`config.mk`:
```
export PLATFORM = sky130hd
export DESIGN_NAME = utf8_validator_char_limit
export DESIGN_NICKNAME = d
export VERILOG_FILES = /design/src/sv/utf8v_pkg.sv /design/src/sv/utf8v_step.sv /design/src/sv/utf8_validator_char_limit.sv
export SDC_FILE = /design/constraint.sdc
export NUM_CORES = 1
export LEC_CHECK = 0
export BUFFER_PORTS_ARGS = -buffer_cell sky130_fd_sc_hd__buf_4
export CORE_MARGIN = 4
export CORE_UTILIZATION = 53
export CTS_BUF_LIST = sky130_fd_sc_hd__clkbuf_8
export CTS_CLUSTER_SIZE = 16
export DETAILED_ROUTE_END_ITERATION = 6
export PLACE_DENSITY_LB_ADDON = 0.08
export SYNTH_ARGS = -nofsm -noshare
export SYNTH_HDL_FRONTEND = slang
export SYNTH_SLANG_ARGS = --single-unit
```
`constraint.sdc`:
```
create_clock -name clk -period 4.05 [get_ports clk]
set_clock_uncertainty 0.1 [all_clocks]
set_input_delay 0.2025 -clock clk [delete_from_list [all_inputs] [get_ports clk]]
set_output_delay 0.2025 -clock clk [all_outputs]
set_load 0.02 [all_outputs]
```
`src/sv/utf8v_pkg.sv`:
```
package utf8v_pkg;

    // Error codes, in the order of the result's error_code field.
    typedef enum logic [2:0] {
        ERR_OK       = 3'd0,
        ERR_EMPTY    = 3'd1,
        ERR_LEAD     = 3'd2,
        ERR_TRUNC    = 3'd3,
        ERR_CONT     = 3'd4,
        ERR_OVERLONG = 3'd5,
        ERR_RANGE    = 3'd6,
        ERR_TOOLONG  = 3'd7
    } err_t;

    // Extra check applied to the second byte of a multi-byte sequence.
    typedef enum logic [2:0] {
        RULE_NONE   = 3'd0,
        RULE_MIN_A0 = 3'd1,
        RULE_MAX_9F = 3'd2,
        RULE_MIN_90 = 3'd3,
        RULE_MAX_8F = 3'd4
    } rule_t;

    localparam int unsigned CHAR_W   = 7;
    localparam int unsigned MAX_W    = 6;
    localparam logic [MAX_W-1:0] MAX_CHARS_RESET = 6'd20;

    localparam logic [7:0] ASCII_HI = 8'h7F;
    localparam logic [7:0] CONT_LO  = 8'h80;
    localparam logic [7:0] CONT_HI  = 8'hBF;
    localparam logic [7:0] LEAD2_LO = 8'hC2;
    localparam logic [7:0] LEAD2_HI = 8'hDF;
    localparam logic [7:0] LEAD3_LO = 8'hE0;
    localparam logic [7:0] LEAD3_HI = 8'hEF;
    localparam logic [7:0] LEAD4_LO = 8'hF0;
    localparam logic [7:0] LEAD4_HI = 8'hF4;
    localparam logic [7:0] LEAD_ED  = 8'hED;
    localparam logic [7:0] SEC_A0   = 8'hA0;
    localparam logic [7:0] SEC_9F   = 8'h9F;
    localparam logic [7:0] SEC_90   = 8'h90;
    localparam logic [7:0] SEC_8F   = 8'h8F;

    // Per-string decoder state.
    typedef struct packed {
        logic [1:0]        cont_left;
        rule_t             rule;
        logic              at_second;
        logic [CHAR_W-1:0] chars;
        err_t              first_err;
        logic              saw_any;
    } dec_state_t;

    // One verdict.
    typedef struct packed {
        logic              is_valid;
        logic [CHAR_W-1:0] char_count;
        err_t              error_code;
    } verdict_t;

endpackage

```
`src/sv/utf8v_step.sv`:
```
module utf8v_step (
    input  utf8v_pkg::dec_state_t       state,
    input  logic [7:0]                  data_byte,
    input  logic                        has_byte,
    input  logic                        last,
    input  logic [utf8v_pkg::MAX_W-1:0] max_chars,
    output utf8v_pkg::dec_state_t       state_next,
    output utf8v_pkg::verdict_t         verdict
);
    import utf8v_pkg::*;

    dec_state_t        upd;
    logic              char_done;
    logic              bad_ovl;
    logic              bad_rng;
    logic [CHAR_W-1:0] max_ext;
    err_t              code;

    assign max_ext = {1'b0, max_chars};

    always_comb
    begin
        upd       = state;
        char_done = 1'b0;
        bad_ovl   = 1'b0;
        bad_rng   = 1'b0;
        if (has_byte)
        begin
            upd.saw_any = 1'b1;
            if (state.first_err == ERR_OK)
            begin
                if (state.cont_left == 2'd0)
                begin
                    // Lead byte.
                    if (data_byte <= ASCII_HI)
                    begin
                        char_done = 1'b1;
                    end
                    else if (data_byte inside {[LEAD2_LO:LEAD2_HI]})
                    begin
                        upd.cont_left = 2'd1;
                        upd.rule      = RULE_NONE;
                        upd.at_second = 1'b1;
                    end
                    else if (data_byte inside {[LEAD3_LO:LEAD3_HI]})
                    begin
                        upd.cont_left = 2'd2;
                        upd.rule      = (data_byte == LEAD3_LO) ? RULE_MIN_A0 :
                                        (data_byte == LEAD_ED)  ? RULE_MAX_9F : RULE_NONE;
                        upd.at_second = 1'b1;
                    end
                    else if (data_byte inside {[LEAD4_LO:LEAD4_HI]})
                    begin
                        upd.cont_left = 2'd3;
                        upd.rule      = (data_byte == LEAD4_LO) ? RULE_MIN_90 :
                                        (data_byte == LEAD4_HI) ? RULE_MAX_8F : RULE_NONE;
                        upd.at_second = 1'b1;
                    end
                    else
                    begin
                        upd.first_err = ERR_LEAD;
                    end
                end
                else
                begin
                    // Continuation byte.
                    if (!(data_byte inside {[CONT_LO:CONT_HI]}))
                    begin
                        upd.first_err = ERR_CONT;
                    end
                    else
                    begin
                        if (state.at_second)
                        begin
                            upd.at_second = 1'b0;
                            bad_ovl = (state.rule == RULE_MIN_A0 && data_byte < SEC_A0) ||
                                      (state.rule == RULE_MAX_9F && data_byte > SEC_9F) ||
                                      (state.rule == RULE_MIN_90 && data_byte < SEC_90);
                            bad_rng = (state.rule == RULE_MAX_8F && data_byte > SEC_8F);
                        end
                        if (bad_ovl)
                        begin
                            upd.first_err = ERR_OVERLONG;
                        end
                        else if (bad_rng)
                        begin
                            upd.first_err = ERR_RANGE;
                        end
                        else
                        begin
                            upd.cont_left = state.cont_left - 2'd1;
                            char_done     = (state.cont_left == 2'd1);
                        end
                    end
                end
            end
        end

        // The count saturates one above the limit; passing the limit is a fault.
        if (char_done)
        begin
            if (state.chars <= max_ext)
            begin
                upd.chars = state.chars + 7'd1;
            end
            if (upd.chars > max_ext)
            begin
                upd.first_err = ERR_TOOLONG;
            end
        end

        code = upd.first_err;
        if (code == ERR_OK)
        begin
            if (!upd.saw_any)
            begin
                code = ERR_EMPTY;
            end
            else if (upd.cont_left != 2'd0)
            begin
                code = ERR_TRUNC;
            end
        end
        verdict.is_valid   = (code == ERR_OK);
        verdict.char_count = upd.chars;
        verdict.error_code = code;

        state_next = last ? dec_state_t'('0) : upd;
    end

endmodule

```
`src/sv/utf8_validator_char_limit.sv`:
```
// UTF-8 validator with a character limit. Bytes of a string arrive one per input
// item; s_axis_tuser marks whether the item really carries a byte and s_axis_tlast
// closes the string. The block checks strict UTF-8 (no overlong forms, no
// surrogates, nothing above U+10FFFF), rejects empty and truncated strings, and
// flags a string holding more than max_chars characters. Exactly one verdict item
// leaves on m_axis for each input item marked last, and the per-string state is
// then cleared. The error code holds the first fault met in byte order, and the
// character count stops at the value it had when that fault was found, saturating
// at max_chars + 1. Throughput is one item per clock: an input register feeds
// combinational decode logic that updates the string state and loads the verdict
// register. When an item that closes a string leaves the input register, its
// verdict is loaded into the verdict register, which drives m_axis_tvalid. Only a
// verdict item waiting on a stalled m_axis can hold up the input. max_chars is
// written through cfg_we / cfg_wdata and resets to 20; it should only be changed
// between strings.
module utf8_validator_char_limit (
    input  logic        clk,
    input  logic        rst_n,

    input  logic        cfg_we,
    input  logic [5:0]  cfg_wdata,      // max_chars

    input  logic        s_axis_tvalid,
    output logic        s_axis_tready,
    input  logic [7:0]  s_axis_tdata,   // [7:0] data_byte
    input  logic        s_axis_tuser,   // [0] has_byte
    input  logic        s_axis_tlast,   // last item of the string

    output logic        m_axis_tvalid,
    input  logic        m_axis_tready,
    output logic [15:0] m_axis_tdata,   // [6:0] char_count, [9:7] error_code, rest zero
    output logic        m_axis_tuser    // [0] is_valid
);
    import utf8v_pkg::*;

    // Limit register.
    logic [MAX_W-1:0] max_chars_reg;

    // Input register.
    logic       in_valid_reg;
    logic [7:0] in_byte_reg;
    logic       in_has_reg;
    logic       in_last_reg;

    // String state and verdict register.
    dec_state_t state_reg;
    dec_state_t state_next;
    verdict_t   verdict_next;
    verdict_t   out_reg;
    logic       out_valid_reg;

    logic consume;
    logic in_take;

    // An item in the input register is processed unless it would produce a verdict
    // while the verdict register is still full and not being emptied.
    assign consume = in_valid_reg && (!in_last_reg || !out_valid_reg || m_axis_tready);
    assign s_axis_tready = !in_valid_reg || consume;
    assign in_take       = s_axis_tvalid && s_axis_tready;

    utf8v_step u_step (
        .state      (state_reg),
        .data_byte  (in_byte_reg),
        .has_byte   (in_has_reg),
        .last       (in_last_reg),
        .max_chars  (max_chars_reg),
        .state_next (state_next),
        .verdict    (verdict_next)
    );

    always_ff @(posedge clk or negedge rst_n)
    begin
        if (!rst_n)
        begin
            max_chars_reg <= MAX_CHARS_RESET;
            in_valid_reg  <= 1'b0;
            out_valid_reg <= 1'b0;
            state_reg     <= '0;
        end
        else
        begin
            if (cfg_we)
            begin
                max_chars_reg <= cfg_wdata;
            end
            if (in_take)
            begin
                in_valid_reg <= 1'b1;
            end
            else if (consume)
            begin
                in_valid_reg <= 1'b0;
            end
            if (consume)
            begin
                state_reg <= state_next;
            end
            if (consume && in_last_reg)
            begin
                out_valid_reg <= 1'b1;
            end
            else if (m_axis_tready)
            begin
                out_valid_reg <= 1'b0;
            end
        end
    end

    // Payload registers need no reset.
    always_ff @(posedge clk)
    begin
        if (in_take)
        begin
            in_byte_reg <= s_axis_tdata;
            in_has_reg  <= s_axis_tuser;
            in_last_reg <= s_axis_tlast;
        end
        if (consume && in_last_reg)
        begin
            out_reg <= verdict_next;
        end
    end

    assign m_axis_tvalid = out_valid_reg;
    assign m_axis_tuser  = out_reg.is_valid;
    assign m_axis_tdata  = {6'd0, out_reg.error_code, out_reg.char_count};

    // A verdict is valid exactly when its error code is clear.
    a_valid_code: assert property (@(posedge clk) disable iff (!rst_n)
        m_axis_tvalid |-> (m_axis_tuser == (out_reg.error_code == ERR_OK)))
        else $error("is_valid disagrees with error_code");

    // The second-byte marker only lives inside an open sequence.
    a_second_in_seq: assert property (@(posedge clk) disable iff (!rst_n)
        (state_reg.cont_left == 2'd0) |-> !state_reg.at_second)
        else $error("at_second set with no sequence open");

    // Once a fault is recorded the count freezes until the string ends.
    a_count_frozen: assert property (@(posedge clk) disable iff (!rst_n)
        (state_reg.first_err != ERR_OK && !(consume && in_last_reg))
            |=> $stable(state_reg.chars))
        else $error("character count moved after a fault");

    // A verdict is loaded only on the cycle after the last item is processed.
    a_verdict_load: assert property (@(posedge clk) disable iff (!rst_n)
        (consume && in_last_reg) |=> m_axis_tvalid)
        else $error("verdict not presented after last item");

endmodule

```
Yosys cells after proc, flatten, opt, wreduce, memory -nomap -nowiden:

Cells that the tools add are included.

* flip-flop bits (word level): 46
* latch bits: 0
* bits in writable memories: 0
* memory bits (read-only): 0
* bits of input ports: 21
* output and inout bits: 19
* logic and storage cells: 133
* memories: 0

* add/subtract/negate cells: 2
* multipliers: 0
* divide/modulo/power cells: 0
* order comparisons: 15
* equal/unequal tests: 12
* shifts and indexed selects: 0
* multiplexer cells: 56
* bitwise logic cells: 0
* reduce and logical (&&, ||, !) cells: 33

Operators with widths (number)
* 3-bit 2-to-1 mux: 17
* 6-bit 2-to-1 mux: 6
* 8-bit equality test, second input constant: 4
* 8-bit greater-or-equal comparator, second input constant: 4
* 8-bit <= comparator, second input constant: 4
* 1-bit 2-to-1 mux: 23
* 17-bit 2-to-1 mux: 1
* 8-bit greater-than comparator, second input constant: 2
* 8-bit less-than comparator, second input constant: 2
* 7-bit 2-to-1 mux: 2
* 6-bit AND reduction: 2
* 2-bit nonzero test: 6
* 1-bit logical AND: 11
* 10-bit 2-to-1 mux: 1
* 2-bit 2-to-1 mux: 5
* 3-bit logical NOT: 3
* 8-bit by 7-bit <= comparator with 1-bit output, second input constant: 1
* 7-bit by 1-bit adder with 7-bit output, second input constant: 1
* 7-bit by 6-bit greater-than comparator with 1-bit output: 1
* 7-bit by 6-bit <= comparator with 1-bit output: 1
* 3-bit by 2-bit equality test with 1-bit output, second input constant: 2
* 1-bit logical OR: 5
* 5-bit != test, second input constant: 1
* 4-bit 2-to-1 mux: 1
* 10 further kinds: 12

Longest topological paths before layout:

Gate-level depths: netlist (run 1).

* depth in word-level cells: 22
* depth in mapped cells: 17
* gate-level depth less buffers: 16

By module:

From an unflattened synthesis (run 1), not the netlist that was laid out.

* cell total of the unflattened synthesis: 338
* area total of the unflattened synthesis: 3284.4 um^2

By module, submodules not included
* utf8_validator_char_limit: times used 1, cells each 149, area an instance 2010.7 um^2, sequential area each 1258.7 um^2
* utf8v_step: times used 1, cells each 189, area an instance 1273.7 um^2, sequential area each 0.0 um^2

Worst setup path before layout (run 1):

No wires, ideal clock.

* path type: register to register
* start: reg max_chars_reg[4]
* end: reg out_reg, in the netlist m_axis_tuser, data pin
* setup time: 0.182 ns
* arrival: 3.560 ns
* required time: 3.768 ns
* slack: 0.209 ns
* cell stages (with the launch flop): 16
* path buffers: 0
* period minus slack after synthesis: 3.841 ns
* cell sequence: dfstp_2 -> inv_1 -> ha_1 -> a21o_1 -> a211o_1 -> o22ai_1 -> nand2_1 -> nor2_1 -> xor2_1 -> ha_1 -> a21o_1 -> a2111oi_0 -> o21bai_1 -> a21o_1 -> nand2_1 -> nor4b_1

RTL lines
* start: declaration: RTL line utf8_validator_char_limit.sv:37 `logic [MAX_W-1:0] max_chars_reg;`
* start signal: assignment: RTL line utf8_validator_char_limit.sv:84 `max_chars_reg <= cfg_wdata;`
* end signal: assignment: RTL line utf8_validator_char_limit.sv:120 `out_reg <= verdict_next;`
* end: declaration: RTL line utf8_validator_char_limit.sv:49 `verdict_t out_reg;`

Final worst setup path (run 1):

* start: reg max_chars_reg[4]
* end: reg out_reg, in the netlist m_axis_tdata[7], data pin

* longest elaborated chain between the ends: 9
* elaborated cells between the ends (all ways): 10
* classes of those cells: order compare (2); mux (7); reduce/logical (1)

Ends and longest elaborated chain
* 7-bit by 6-bit <= comparator with 1-bit output: RTL line utf8v_step.sv:102 `if (state.chars <= max_ext)`
* 7-bit 2-to-1 mux: RTL line utf8v_step.sv:102
* 7-bit 2-to-1 mux: RTL line utf8v_step.sv:100 `if (char_done)`
* 7-bit by 6-bit greater-than comparator with 1-bit output (*): RTL line utf8v_step.sv:106 `if (upd.chars > max_ext)`
* 3-bit 2-to-1 mux (*): RTL line utf8v_step.sv:106
* 10-bit 2-to-1 mux (*): RTL line utf8v_step.sv:100
* 3-bit 2-to-1 mux: RTL line utf8v_step.sv:119 `else if (upd.cont_left != 2'd0)`
* 3-bit 2-to-1 mux: RTL line utf8v_step.sv:115 `if (!upd.saw_any)`
* 3-bit 2-to-1 mux (*): RTL line utf8v_step.sv:113 `if (code == ERR_OK)`
* via u_step.code[0]: RTL line utf8v_step.sv:17 `err_t code;`

Mark *: on every way through the listed nets, which the timed path passes. The rest lies on a longest branch. The select of a mux whose other input is x is not followed.
A chain may end at the register's enable or synchronous reset.

==> impl_results.md, run 1 <==
- Largest net degree at the start of global routing: 26
- Top Ports: 40
- Gr usage total: 19.6%
- Startpoint Class: flip-flop
- Die H: 79.1 um
- Vias per cell: 5.49
- Pwr/cell area: 360 nW/um^2
- Leakage power: 1.46 nW
- Layout cells sized above 1: 19.1%
- Sw Share: 28.9%
- FF-to-FF setup slack: 0.19 ns
- Tmin final: 3.86 ns
- CTS tree: done
- Seq pwr share: 48.4%
- CP Max Fanout: 6
- Clock power share: 28.7%
- Hold WC Path Type: in2reg
- Fmax: 0.259 GHz
- Final nets: 354
- Reg2reg end: m_axis_tdata[7]$_DFFE_PP_
- Number of fill cells in the layout: 399
- Vias: 2119
- Commonest non-fill, non-tap cells in the layout: buf_4 (38), nand2_1 (26), o21ai_0 (23), dfrtp_1 (23)
- Vias in the first global route: 2080
- Seq cells post-synth: 46
- FF-to-FF path depth: 16
- Post-DP HPWL: 4250 um
- WS Path Type: reg2reg
- Area Overhead vs Synth: 21.2%
- Worst hold start: cfg_wdata[2]
- CP peak stage delay: 0.52 ns
- CTS buffer count: 5
- WP data required: 4.00 ns
- Largest register FFs: 17
- Post-synth EDFFs: 21
- First-pass GRT wire length: 9780 um
- Critical Path Slowest Stage Cell: dfstp_2
- Reg-to-reg startpoint: max_chars_reg[4]$_DFFE_PN1P_
- Outcome: finished clean
- Seq. cell area: 1260 um^2
- Yosys warnings: 0
- Initial antenna violation count: 0
- Clock root cell: clkbuf_8
- DRC errors left: 0
- CTS Sinks: 46
- Detailed router's first-iteration violation count: 146
- DIE AREA: 6260 um^2
- P_sw: 0.338 mW
- GRT overflow: 0
- Post-Syn Area: 2680 um^2
- Syn avg cell area: 9.92 um^2
- Hold-critical path depth: 3
- Area of the multi-input gates: 1340 um^2
- Cell variety after synth: 53
- IR drop worst, VDD: 0.214 mV
- Crit path DAT: 3.81 ns
- WHS Endpoint: max_chars_reg[2]$_DFFE_PN1P_
- Clk_lat worst skew: 0.29 ns
- RSZ-0062 raised after global routing: no
- Final setup fails: 0
- Most common cell after layout, fill and taps aside: buf_4
- Dpl cell area: 2980 um^2
- Main synth FF type: dfrtp_1
- # H-tree levels: 2
- Drt wl/cell: 14.3 um
- # diodes: 0
- Combinational share of power: 22.9%
- Synthesized instance count: 270
- Int Power: 0.832 mW
- MaxCap Viol Count: 0
- Critical path capture point type: flip-flop
- CTS Buffer Depth: 2
- Antenna-violating nets left: 0
- Synth async-reset ratio: 54.3%
- Count of input and output buffers: 33
- Initial core utilization: 55.6%
- Worst-path clk slew: 0.08 ns
- CP Cell Sequence: inv_1 > ha_1 > a21o_1 > a211o_1 > o22ai_2 > buf_4 > nand2_1 > xnor2_2 > ha_1 > a21oi_1 > a21oi_1 > a2111oi_0 > o21bai_2 > a21o_1 > nand2_1 > o21bai_1
- Die width: 79.1 um
- Post-Layout Inst Area: 3250 um^2
- Part of the Yosys area used for sequential elements: 47.0%
- Final Util: 67.4%
- Routability Congestion: 0.904
- Crit share post-route: 95.4%
- Rows: 25
- Drt pass-1 iters: 4
- Final wirelength: 5520 um
- Max Slew Vio Count: 0
- Hold Vio Cnt, Final: 0
- Core area: 4820 um^2
[synth_stat cells (2+ instances only)]
cell type  instances  share of area (%)
nor3b_1            2               0.56
dfstp_2            2                2.0
a22o_1             2               0.65
xnor2_1            4                1.3
nor3_1             8                1.5
or3_1              2               0.47
nor4_1             4               0.93
o21bai_1           3               0.84
o22ai_1            2               0.47
nand4b_1           3               0.98
edfxtp_1          21                 24
a211o_1            4                1.3
buf_1              2               0.28
and2_1             3               0.70
xor2_1             6                2.0
nor2_1            21                2.9
dfrtp_1           23                 21
buf_4              6                1.7
nor4b_1            2               0.65
a21oi_1           15                2.8
a21o_1             6                1.7
nand4_1            3               0.70
inv_1             14                2.0
ha_1              15                7.0
mux2_2             4                1.7
clkbuf_1           5               0.70
or4_1              2               0.56
nand2_1           27                3.8
nand3_1            6                1.1
nand3b_1           5                1.4
nand2b_1           4               0.93
o21ai_0           23                4.3
[kinds of logic (layout without fill, tap and decap cells)]
group                      after synthesis  after routing  synth area share [%]
and+or+nand+nor                         98             98                  19.5
DFF                                     46             46                  47.0
adders and majority gates               15             15                  7.01
AOI/OAI and AO/OA                       68             68                  16.6
buffers and inverters                   28             72                  4.81
xor gates and xnor gates                10             10                  3.27
other                                    1              6                 0.140
muxes                                    4              4                  1.68
[cell type report]
| class | count | area share (%) |
|---|---|---|
| repair buffers | 50 | 12.5 |
| inverters | 14 | 1.62 |
| flip-flops and latches | 46 | 38.8 |
| clock inverters | 3 | 1.27 |
| well taps | 67 | 2.58 |
| multi-input cells | 201 | 41.2 |
| clock buffers | 5 | 2.12 |
[routing by layer]
metal  wire length, um  vias to the layer above  part of all wire [%]  GRT usage [%]
met5                 0                        -                     0              0
met4                43                        0                  0.78           5.50
met3               286                        5                   5.2           3.40
met2              2410                       64                    44           30.3
met1              2790                      978                    50           28.5
li1                  -                     1072                     -              -
[worst max-delay path by stage]
stage          slack [ns]  depth (start not counted)                         to                         start
3_3_place_gp         0.19                         15     m_axis_tuser$_DFFE_PP_  max_chars_reg[4]$_DFFE_PN1P_
3_5_place_dp       -0.001                         16     m_axis_tuser$_DFFE_PP_  max_chars_reg[4]$_DFFE_PN1P_
6_report             0.19                         16  m_axis_tdata[7]$_DFFE_PP_  max_chars_reg[4]$_DFFE_PN1P_
5_1_grt              0.02                         15     m_axis_tuser$_DFFE_PP_  max_chars_reg[4]$_DFFE_PN1P_
4_1_cts              0.01                         15     m_axis_tuser$_DFFE_PP_  max_chars_reg[4]$_DFFE_PN1P_
2_1_floorplan        0.21                         15     m_axis_tuser$_DFFE_PP_  max_chars_reg[4]$_DFFE_PN1P_
[what timing repair did]
item	in CTS	in global routing
buffers inserted	0	1
gates resized for setup	1	4
gates cloned	0	0
pin swaps	0	3
setup endpoints to repair	1	3
hold endpoints to repair	36	0
hold buffers	12	0
[worst max-delay path: cells and delay by family, from the launching register on]
kind / cells / cell delay (ns)
buffers and inverters: 2 / 0.24
DFF: 1 / 0.52
xor gates and xnor gates: 1 / 0.16
and+or+nand+nor: 2 / 0.21
AOI/OAI and AO/OA: 9 / 1.76
adders and majority gates: 2 / 0.63
[power groups by stage]
stage          Clock (mW)  Sequential, mW  Combinational (mW)
3_3_place_gp            0           0.574               0.245
4_1_cts             0.343           0.566               0.260
2_1_floorplan           0           0.574               0.172
5_1_grt             0.369           0.572               0.303
3_5_place_dp            0           0.575               0.250
6_report            0.336           0.566               0.268
[stage by stage]
step	std cells	total power, mW	setup TNS, ns	hold slack (ns)	setup WS [ns]
final	386	1.17	0	0.0129	0.188
after global routing	386	1.24	0	0.0203	0.0225
after CTS	385	1.17	0	0.00572	0.0127
after global placement	365	0.819	0	0.0273	0.187
after floorplan	275	0.746	0	-0.193	0.209
after detailed placement	365	0.825	-0.000992	0.0246	-0.000992
Power figures use the tool's default switching activity.
==> run 2: changes to the inputs <==
CORE_ASPECT_RATIO = 1.25   (was unset)
PLACE_DENSITY = 0.75   (was unset)
PLACE_DENSITY_LB_ADDON = unset   (was 0.08)
SETUP_SLACK_MARGIN = 0.5   (was unset)
==> run 2 against run 1 <==
Cell area up 0.96%. Final cell count down 0.52%. Total power down 3.6%. Clock-buffer cell count unchanged. Register-to-register slack better by 0.27 ns.
==> impl_results.md, run 2 (synthesis gave the netlist of run 1 again) <==
- GRT overflow: 0
- WP data required: 4.08 ns
- Final nets: 359
- Post-Layout Inst Area: 3280 um^2
- Outcome: finished clean
- Antenna-violating nets left: 0
- Largest register FFs: 17
- Die width: 71.6 um
- Layout cells sized above 1: 21.9%
- Max Slew Vio Count: 0
- Crit path DAT: 3.62 ns
- Setup TNS: 0 ns
- Vias: 2258
- Buf/Inv on CP: 1
- Slew @ Worst Pin: 0.585 ns
- Tmin final: 3.59 ns
- Final Non-Filler Cells: 384
- Post-DP HPWL: 4580 um
- CTS tree: done
- CTS Buffer Depth: 2
- Largest net degree at the start of global routing: 26
- Gr usage total: 21.8%
- Max_slew headroom: 60.4%
- Crit path max-delay family: compound AO/OA/AOI/OAI gates
- Critical path capture point type: flip-flop
- Post-Place Cells: 354
- MaxCap Viol Count: 0
- Detailed router's first-iteration violation count: 150
- CTS Sinks: 46
- Core area: 4800 um^2
- Clk_lat worst skew: 0.30 ns
- Area Overhead vs Synth: 22.4%
- # diodes: 0
- Startpoint Class: flip-flop
- DIE AREA: 6260 um^2
- RSZ-0062 raised after global routing: yes
- Drt wl/cell: 16.6 um
- Hold Slack: 0.00422 ns
- Commonest non-fill, non-tap cells in the layout: buf_4 (43), nand2_1 (24), o21ai_0 (23)
- Top Ports: 40
- Pwr/cell area: 344 nW/um^2
- Fmax: 0.278 GHz
- Most common cell after layout, fill and taps aside: buf_4
- Critical Path Slowest Stage Cell: dfstp_2
- Post-layout worst setup margin: 0.456 ns
- Leakage power: 1.46 nW
- Final wirelength: 6360 um
- CP Cell Sequence: inv_2 > ha_4 > a21o_1 > a211o_1 > o22ai_4 > nand2_2 > nor2_2 > xor2_1 > ha_1 > a21o_1 > a2111oi_2 > o21bai_1 > a21o_1 > nand2_2 > nor4b_2
- CP Max Fanout: 4
- Initial core utilization: 55.8%
- Initial antenna violation count: 0
- Setup slack at placement: 0.179 ns
- Dpl cell area: 2970 um^2
- Vias per cell: 5.88
- Count of input and output buffers: 33
- WS Path Type: reg2reg
- CP peak stage delay: 0.54 ns
- CP dominant cell by count: a21o_1
- Crit share post-route: 88.7%
- DRC errors left: 0
- Hold WC Path Type: in2reg
- # H-tree levels: 2
- Final setup fails: 0
- Hold Vio Cnt, Final: 0
- IR drop worst, VDD: 0.292 mV
- Drt pass-1 iters: 4
- Die H: 87.5 um
- Rows: 28
- CTS buffer count: 5
- Worst-path clk slew: 0.08 ns
- Vias in the first global route: 2299
- First-pass GRT wire length: 10700 um
- Clock root cell: clkbuf_8
- Routability Congestion: 0.878
## run 2: metrics by stage
stage / util [%] / power [mW]
global route: 68.3 / 1.19
detailed placement: 61.8 / 0.829
finish: 68.3 / 1.13
global placement: 61.8 / 0.822
floorplan: - / 0.753
CTS: 67.4 / 1.13
## run 2: report_power, final
group | internal (mW) | leakage, nW | total (mW) | switching [mW]
registers | 0.533 | 0.528 | 0.573 | 0.0403
logic | 0.127 | 0.890 | 0.279 | 0.152
clock network | 0.118 | 0.0416 | 0.275 | 0.157
total | 0.778 | 1.46 | 1.13 | 0.349
## run 2: final cells by class
class,instances,area (um^2)
repair buffers,55,443
clock inverters,3,16.3
multi-input cells,201,1360
clock buffers,5,68.8
fillers,387,1520
flip-flops and latches,46,1260
inverters,14,52.6
well taps,60,75.1
## run 2: path summary, 6_finish.rpt
check / startpoint / to / slack, ns / cells after the start
worst min register to register: state_reg[0]$_DFFE_PN0P_ / state_reg[0]$_DFFE_PN0P_ / 0.41 / 2
worst min-delay path: m_axis_tready / m_axis_tvalid$_DFFE_PN0P_ / 0.004 / 2
worst max-delay path: max_chars_reg[4]$_DFFE_PN1P_ / m_axis_tuser$_DFFE_PP_ / 0.46 / 15
worst max register to register: max_chars_reg[4]$_DFFE_PN1P_ / m_axis_tuser$_DFFE_PP_ / 0.46 / 15
max in group asynchronous: rst_n / max_chars_reg[2]$_DFFE_PN1P_ / 3.31 / 2
min in group asynchronous: rst_n / max_chars_reg[5]$_DFFE_PN0P_ / 0.24 / 2
## run 2: timing repair
item                                    CTS  global route
endpoints found under the setup margin    6             6
pin swaps                                 8             6
gates resized for setup                   7             1
buffers inserted                          6             4
hold buffers                             11             1
hold endpoints to repair                 35             1
## run 2: metal layers
layer  part of all wire [%]  wire [um]  vias up  track usage, %
met2                     54       3450       71            40.3
li1                       -          -     1077               -
met3                    4.9        309       15            4.04
met1                     38       2430     1095            24.5
met5                      0          0        -               0
met4                    2.7        171        0            8.21
